File: config.mk
export PLATFORM = sky130hd
export DESIGN_NAME = base64_stream_encoder_top
export DESIGN_NICKNAME = d
export VERILOG_FILES = /design/src/hdl/b64se_pkg.sv /design/src/hdl/b64se_front.sv /design/src/hdl/b64se_queue.sv /design/src/hdl/b64se_back.sv /design/src/hdl/base64_stream_encoder_top.sv
export SDC_FILE = /design/constraint.sdc
export NUM_CORES = 1
export LEC_CHECK = 0
export ABC_CLOCK_PERIOD_IN_PS = 7830
export BUFFER_PORTS_ARGS = -buffer_cell sky130_fd_sc_hd__buf_4
export CAP_MARGIN = 10
export CORE_UTILIZATION = 64
export DETAILED_ROUTE_END_ITERATION = 16
export PLACE_DENSITY_LB_ADDON = 0.12
export REMOVE_ABC_BUFFERS = 1
export SYNTH_ARGS = -nofsm -noshare
export SYNTH_HDL_FRONTEND = slang
export SYNTH_HIERARCHICAL = 1
export SYNTH_SLANG_ARGS = --single-unit
export TNS_END_PERCENT = 50
File: constraint.sdc
create_clock -name clock -period 7.83 [get_ports clock]
set_clock_uncertainty 0.1 [all_clocks]
set_input_delay 1.566 -clock clock [delete_from_list [all_inputs] [get_ports clock]]
set_output_delay 1.566 -clock clock [all_outputs]
set_load 0.01 [all_outputs]
File: src/hdl/b64se_pkg.sv
// shared types, constants and alphabet mapping for the base64 stream encoder
package b64se_pkg;

   localparam int QUEUE_DEPTH_DEFAULT = 2;
   localparam logic [7:0] PAD_CHAR = 8'h3D;

   typedef struct packed {
      logic [7:0] data_byte;
      logic       final_byte;
   } req_type;

   typedef struct packed {
      logic [7:0] char_first;
      logic [7:0] char_second;
      logic [7:0] char_third;
      logic [7:0] char_fourth;
      logic       group_last;
   } rsp_type;

   typedef enum logic [1:0] {
      GROUP_EMPTY = 2'd0,
      GROUP_ONE   = 2'd1,
      GROUP_TWO   = 2'd2,
      GROUP_SPARE = 2'd3
   } group_pos_type;

   typedef enum logic [1:0] {
      COUNT_NONE  = 2'd0,
      COUNT_ONE   = 2'd1,
      COUNT_TWO   = 2'd2,
      COUNT_THREE = 2'd3
   } group_count_type;

   typedef struct packed {
      logic [7:0]      byte_one;
      logic [7:0]      byte_two;
      logic [7:0]      byte_three;
      group_count_type count;
      logic            last;
   } group_type;

   typedef struct packed {
      logic full;
      logic valid;
   } queue_status_type;

   function automatic logic [7:0] b64_sym(input logic [5:0] idx);
      logic [7:0] wide;
      logic [7:0] sym;
      wide = {2'b00, idx};
      if (idx < 6'd26) begin
         sym = wide + 8'd65;
      end else if (idx < 6'd52) begin
         sym = wide + 8'd71;
      end else if (idx < 6'd62) begin
         sym = wide - 8'd4;
      end else if (idx == 6'd62) begin
         sym = 8'h2B;
      end else begin
         sym = 8'h2F;
      end
      return sym;
   endfunction

endpackage

File: src/hdl/b64se_front.sv
// front end: accepts bytes and gathers them into groups of up to three
module b64se_front (
   input  logic                        clock,
   input  logic                        reset,
   input  logic                        req_valid,
   output logic                        req_stall,
   input  b64se_pkg::req_type          req_item,
   input  b64se_pkg::queue_status_type q_status,
   output logic                        push,
   output b64se_pkg::group_type        push_group
);
   import b64se_pkg::*;

   group_pos_type pos_ff, pos_in;
   logic [7:0]    held_first_ff, held_first_in;
   logic [7:0]    held_second_ff, held_second_in;
   logic          accept;

   assign req_stall = q_status.full;
   assign accept    = req_valid && !q_status.full;

   always_comb begin
      pos_in         = pos_ff;
      held_first_in  = held_first_ff;
      held_second_in = held_second_ff;
      push           = 1'b0;
      push_group     = '{byte_one: req_item.data_byte, byte_two: 8'd0, byte_three: 8'd0,
                         count: COUNT_ONE, last: 1'b1};
      if (accept) begin
         unique case (pos_ff)
            GROUP_ONE: begin
               if (req_item.final_byte) begin
                  push       = 1'b1;
                  push_group = '{byte_one: held_first_ff, byte_two: req_item.data_byte,
                                 byte_three: 8'd0, count: COUNT_TWO, last: 1'b1};
                  pos_in     = GROUP_EMPTY;
               end else begin
                  held_second_in = req_item.data_byte;
                  pos_in         = GROUP_TWO;
               end
            end
            GROUP_TWO: begin
               push       = 1'b1;
               push_group = '{byte_one: held_first_ff, byte_two: held_second_ff,
                              byte_three: req_item.data_byte, count: COUNT_THREE,
                              last: req_item.final_byte};
               pos_in     = GROUP_EMPTY;
            end
            GROUP_EMPTY, GROUP_SPARE: begin
               if (req_item.final_byte) begin
                  push   = 1'b1;
                  pos_in = GROUP_EMPTY;
               end else begin
                  held_first_in = req_item.data_byte;
                  pos_in        = GROUP_ONE;
               end
            end
         endcase
      end
   end

   always_ff @(posedge clock) begin
      if (reset) begin
         pos_ff <= GROUP_EMPTY;
      end else begin
         pos_ff <= pos_in;
      end
      held_first_ff  <= held_first_in;
      held_second_ff <= held_second_in;
   end

endmodule

File: src/hdl/b64se_queue.sv
// short group queue between front and back ends
module b64se_queue #(
   parameter int QUEUE_DEPTH = b64se_pkg::QUEUE_DEPTH_DEFAULT
) (
   input  logic                        clock,
   input  logic                        reset,
   input  logic                        push,
   input  b64se_pkg::group_type        push_group,
   input  logic                        pop,
   output b64se_pkg::group_type        pop_group,
   output b64se_pkg::queue_status_type q_status
);
   import b64se_pkg::*;

   localparam int PTR_W = (QUEUE_DEPTH > 1) ? $clog2(QUEUE_DEPTH) : 1;
   localparam int CNT_W = $clog2(QUEUE_DEPTH + 1);
   localparam logic [PTR_W-1:0] LAST_PTR = PTR_W'(QUEUE_DEPTH - 1);
   localparam logic [CNT_W-1:0] FULL_CNT = CNT_W'(QUEUE_DEPTH);

   group_type        slot_ff [QUEUE_DEPTH];
   logic [PTR_W-1:0] wr_ptr_ff, wr_ptr_in;
   logic [PTR_W-1:0] rd_ptr_ff, rd_ptr_in;
   logic [CNT_W-1:0] count_ff, count_in;
   logic             do_push, do_pop;

   assign q_status.full  = (count_ff == FULL_CNT);
   assign q_status.valid = (count_ff != '0);
   assign do_push        = push && !q_status.full;
   assign do_pop         = pop && q_status.valid;
   assign pop_group      = slot_ff[rd_ptr_ff];

   always_comb begin
      wr_ptr_in = wr_ptr_ff;
      rd_ptr_in = rd_ptr_ff;
      count_in  = count_ff;
      if (do_push) begin
         wr_ptr_in = (wr_ptr_ff == LAST_PTR) ? '0 : wr_ptr_ff + 1'b1;
      end
      if (do_pop) begin
         rd_ptr_in = (rd_ptr_ff == LAST_PTR) ? '0 : rd_ptr_ff + 1'b1;
      end
      if (do_push && !do_pop) begin
         count_in = count_ff + 1'b1;
      end else if (do_pop && !do_push) begin
         count_in = count_ff - 1'b1;
      end
   end

   always_ff @(posedge clock) begin
      if (reset) begin
         wr_ptr_ff <= '0;
         rd_ptr_ff <= '0;
         count_ff  <= '0;
      end else begin
         wr_ptr_ff <= wr_ptr_in;
         rd_ptr_ff <= rd_ptr_in;
         count_ff  <= count_in;
      end
      if (do_push) begin
         slot_ff[wr_ptr_ff] <= push_group;
      end
   end

endmodule

File: src/hdl/b64se_back.sv
// back end: maps a group to four characters and holds the result register
module b64se_back (
   input  logic                        clock,
   input  logic                        reset,
   input  b64se_pkg::queue_status_type q_status,
   input  b64se_pkg::group_type        pop_group,
   output logic                        pop,
   output logic                        rsp_valid,
   input  logic                        rsp_stall,
   output b64se_pkg::rsp_type          rsp_item
);
   import b64se_pkg::*;

   logic    rsp_valid_ff, rsp_valid_in;
   rsp_type rsp_ff, rsp_in;

   assign pop       = q_status.valid && (!rsp_valid_ff || !rsp_stall);
   assign rsp_valid = rsp_valid_ff;
   assign rsp_item  = rsp_ff;

   always_comb begin
      rsp_valid_in = rsp_valid_ff && rsp_stall;
      rsp_in       = rsp_ff;
      if (pop) begin
         rsp_valid_in       = 1'b1;
         rsp_in.char_first  = b64_sym(pop_group.byte_one[7:2]);
         rsp_in.char_second = b64_sym({pop_group.byte_one[1:0], pop_group.byte_two[7:4]});
         rsp_in.char_third  = (pop_group.count == COUNT_ONE) ? PAD_CHAR
                            : b64_sym({pop_group.byte_two[3:0], pop_group.byte_three[7:6]});
         rsp_in.char_fourth = (pop_group.count != COUNT_THREE) ? PAD_CHAR
                            : b64_sym(pop_group.byte_three[5:0]);
         rsp_in.group_last  = pop_group.last;
      end
   end

   always_ff @(posedge clock) begin
      if (reset) begin
         rsp_valid_ff <= 1'b0;
      end else begin
         rsp_valid_ff <= rsp_valid_in;
      end
      rsp_ff <= rsp_in;
   end

endmodule

File: src/hdl/base64_stream_encoder_top.sv
// base64 stream encoder top level: front end, group queue and back end
// Takes one byte per cycle (an item with a final flag) and returns one item of
// four base64 characters for every third byte and for the final byte of a
// message, padded with '=' for a short final group and flagged as the last
// group. The front end gathers bytes and queues completed groups, the back end
// maps them to characters into a registered output; once its closing byte is
// taken, a group is written to the group queue and then to the result register,
// and bytes are taken every cycle while the queue (QUEUE_DEPTH entries) has room.
module base64_stream_encoder_top #(
   parameter int QUEUE_DEPTH = b64se_pkg::QUEUE_DEPTH_DEFAULT
) (
   input  logic               clock,
   input  logic               reset,
   input  logic               req_valid,
   output logic               req_stall,
   input  b64se_pkg::req_type req_item,
   output logic               rsp_valid,
   input  logic               rsp_stall,
   output b64se_pkg::rsp_type rsp_item
);
   import b64se_pkg::*;

   queue_status_type q_status;
   group_type        push_group;
   group_type        pop_group;
   logic             push;
   logic             pop;

   b64se_front u_front (
      .clock      (clock),
      .reset      (reset),
      .req_valid  (req_valid),
      .req_stall  (req_stall),
      .req_item   (req_item),
      .q_status   (q_status),
      .push       (push),
      .push_group (push_group)
   );

   b64se_queue #(
      .QUEUE_DEPTH (QUEUE_DEPTH)
   ) u_queue (
      .clock      (clock),
      .reset      (reset),
      .push       (push),
      .push_group (push_group),
      .pop        (pop),
      .pop_group  (pop_group),
      .q_status   (q_status)
   );

   b64se_back u_back (
      .clock     (clock),
      .reset     (reset),
      .q_status  (q_status),
      .pop_group (pop_group),
      .pop       (pop),
      .rsp_valid (rsp_valid),
      .rsp_stall (rsp_stall),
      .rsp_item  (rsp_item)
   );

endmodule
==> impl_metrics.json <==
{
  "status": "finished clean",
  "timing.setup.tns_ps": 0,
  "cp_data_required_time_ps": 7720,
  "dp_hpwl_um": 7180,
  "synth_area_mm2": 0.00568,
  "post-route-drc-count": 0,
  "cts_sinks": 111,
  "switching_share_pct": 34.3,
  "ys_seq_area_share_pct": 57.3,
  "rsz0062_at_grt": "false",
  "numPortBuffers": 47,
  "vias": 3829,
  "ys_seq_elements": 111,
  "htree_levels": 3,
  "clock.fmax_mhz": 313,
  "timing.max_cap.violations": 0,
  "avgSynthCellArea_um2": 12.3,
  "diodes": 0,
  "register_area_mm2": 0.00325,
  "hold_end": "u_queue/wr_ptr_ff",
  "grt_pass1_vias": 3488,
  "min_path_type": "flop to flop",
  "die_h_um": 96.2,
  "start_util_pct": 65.5,
  "pwr-share-comb_pct": 38.5,
  "cts.repair.resized": 0,
  "power_frac_clock_pct": 17.5,
  "hold_viol": 0,
  "tightest_slew_ps": 1080,
  "arrival_ps": 3080,
  "startpoint_type": "input pin",
  "n_fill_cell": 630,
  "ir_worst_vdd_mv": 0.203,
  "p_int_mw": 1.24,
  "ant_nets": 0,
  "clk_latency_ps": 370,
  "period_needed_ps": 3200,
  "drt-total-wl_um": 10500,
  "die_w_um": 96.2,
  "post_cts_buffers": 0,
  "synth_edf_count": 103,
  "crit_fanout": 27,
  "antenna_found_initial": 0,
  "boundaryPins": 48,
  "grtUsageTotal_pct": 24.1,
  "dominantRegCellSynth": "edfxtp_1",
  "synthToLayoutAreaGrowth_pct": 10.5,
  "seqPwrFrac_pct": 44.1,
  "gp_congestion": 0.902,
  "clk_path_buf_depth": 2,
  "wl_per_cell_um": 17.1,
  "grt_overflow_total": 0,
  "crit_type": "input pin to flop",
  "drt-initial-drc-count": 182,
  "min_from": "u_queue/wr_ptr_ff",
  "clkTransAtPathRegs_ps": 100,
  "hold_slack_ps": 397,
  "holdBufCountCts": 0,
  "synthTopCellsByArea": "edfxtp_1, mux2_2, ha_1",
  "synth.distinct_cells": 59,
  "tritoncts": "done",
  "p_per_area_mw_per_mm2": 301,
  "synth_area_leader_cell": "edfxtp_1",
  "finalCritPeriodShare_pct": 40.8,
  "drive_gt1_share_pct": 21.0,
  "core_mm2": 0.00868,
  "slew_headroom_pct": 27.6,
  "first_pass_iters": 5,
  "row_count": 34,
  "grt_pass1_wl_um": 16800,
  "dieArea_mm2": 0.00926,
  "cts-root-buf": "clkbuf_8",
  "synth_warnings": 6,
  "cts_made_buffers": 9,
  "finalSetupViolations": 0,
  "grt_start_max_net_pins": 35,
  "p_leak_nw": 2.36,
  "cp-end-kind": "flop",
  "worstHoldPathCells": 2,
  "r2r_setup_slack_ps": 4760,
  "p_switching_mw": 0.650,
  "synth_async_sr_flop_share_pct": 0,
  "reg2reg_to": "u_back/rsp_item[27]",
  "slew_viol_final": 0,
  "post_drt_via_cell_ratio": 6.25,
  "nets": 538,
  "yosys.area.top_type_share_pct": 54.4,
  "worstRegToRegCells": 8,
  "netlist_instances": 463,
  "multi_input_area_mm2": 0.00220
}
[cell usage in the layout, fill, tap and decap left out, types with 4 or more instances in the layout]
| cell type | netlist | final |
|---|---|---|
| edfxtp_1 | 103 | 103 |
| buf_4 | 5 | 50 |
| mux2_2 | 29 | 29 |
| nor2_1 | 28 | 28 |
| inv_1 | 27 | 27 |
| nand2_1 | 26 | 26 |
| ha_1 | 25 | 25 |
| a21oi_1 | 22 | 22 |
| o21ai_0 | 13 | 13 |
| and3_1 | 11 | 11 |
| nand3_1 | 10 | 10 |
| a22oi_1 | 10 | 10 |
| clkbuf_8 | 0 | 9 |
| nor3_1 | 9 | 9 |
| a31oi_1 | 9 | 9 |
| a21o_1 | 8 | 8 |
| dfxtp_1 | 8 | 8 |
| a22o_1 | 8 | 8 |
| xnor2_1 | 6 | 6 |
| o211ai_1 | 6 | 6 |
| nand3b_1 | 5 | 5 |
| mux2i_1 | 5 | 5 |
| xor2_1 | 5 | 5 |
| o22ai_1 | 4 | 4 |
| and3b_1 | 4 | 4 |
| or3_1 | 4 | 4 |
[synth_stat cells (all sizes together), types with 3 or more instances]
library cell    n
edfxtp        103
mux2           29
nor2           29
inv            27
nand2          26
ha             25
a21oi          22
buf            13
o21ai          13
clkbuf         12
and3           11
a22oi          10
nand3          10
a31oi           9
nor3            9
a21o            8
a22o            8
dfxtp           8
o211ai          6
or3             6
xnor2           6
mux2i           5
nand3b          5
or2             5
xor2            5
a211oi          4
and3b           4
nor2b           4
o22ai           4
and2            3
o2111ai         3
o21a            3
o31ai           3
[sequential cells by signal (all words and copies together) (netlist names), named ones only]
register,cells
u_queue/slot_ff,54
u_back/rsp_item,33
u_front/held_first_ff,8
u_front/held_second_ff,8
u_front/pos_ff,2
u_queue/count_ff,2
u_back/rsp_valid,1
u_queue/rd_ptr_ff,1
u_queue/wr_ptr_ff,1
[layout make-up]
class / instances / area share, %
clock inverter: 5 / 0.618
sequential: 111 / 51.8
multi-input combinational: 300 / 35.1
inverter: 27 / 1.61
timing repair buffer: 51 / 6.30
clock buffer: 11 / 2.43
tap: 108 / 2.15
[metrics by stage]
| stage | utilization (%) | power [mW] | cells | setup WS, ps | instance area [um^2] |
|---|---|---|---|---|---|
| CTS | 72.1 | 1.89 | 612 | 4110 | 6260 |
| global route | 72.4 | 2.01 | 613 | 4520 | 6280 |
| global placement | 69.9 | 1.53 | 596 | 3820 | 6070 |
| floorplan | - | 1.33 | 438 | 2060 | 5550 |
| finish | 72.4 | 1.89 | 613 | 4630 | 6280 |
| detailed placement | 69.9 | 1.56 | 596 | 3720 | 6070 |
[power groups by stage]
stage / Sequential [mW] / Clock [mW] / Combinational [mW]
3_3_place_gp: 0.847 / 0 / 0.688
3_5_place_dp: 0.852 / 0 / 0.707
4_1_cts: 0.839 / 0.339 / 0.710
2_1_floorplan: 0.891 / 0 / 0.442
5_1_grt: 0.849 / 0.358 / 0.806
6_report: 0.834 / 0.331 / 0.728
[metal layers]
| metal | up-vias | part of all wire [%] | track usage [%] |
|---|---|---|---|
| li1 | 1820 | - | - |
| met1 | 1859 | 45 | 32.5 |
| met2 | 132 | 49 | 39.8 |
| met3 | 18 | 4.5 | 3.71 |
| met4 | 0 | 1.8 | 8.58 |
| met5 | - | 0 | 0 |
[cells by family (layout without fill, tap and decap cells)]
group,after synthesis,count (layout),synth area share [%]
adder cells (fa/ha/maj),25,25,5.51
flip-flops,111,111,57.3
XOR/XNOR,11,11,1.70
multiplexers,34,34,6.63
AO/OA/AOI/OAI,111,111,13.6
AND/OR/NAND/NOR,119,119,11.1
buffers and inverters,52,94,4.16
[critical path: stages]
cell and delay (ps):
buf_4 90, nand2b_1 90, nor2_1 110, inv_1 60, or3_1 360, inv_1 790
[how the worst max path moves through the flow]
stage / startpoint / endpoint / cells past startpoint
2_1_floorplan: rsp_stall / u_queue/count_ff[1] / 6
3_3_place_gp: rsp_stall / u_queue/count_ff[1] / 6
3_5_place_dp: rsp_stall / u_queue/count_ff[1] / 6
4_1_cts: rsp_stall / u_queue/count_ff[1] / 6
5_1_grt: req_valid / u_queue/slot_ff[0][13] / 6
6_report: req_valid / u_queue/slot_ff[0][7] / 6
(Power assumes the default switching activity.)
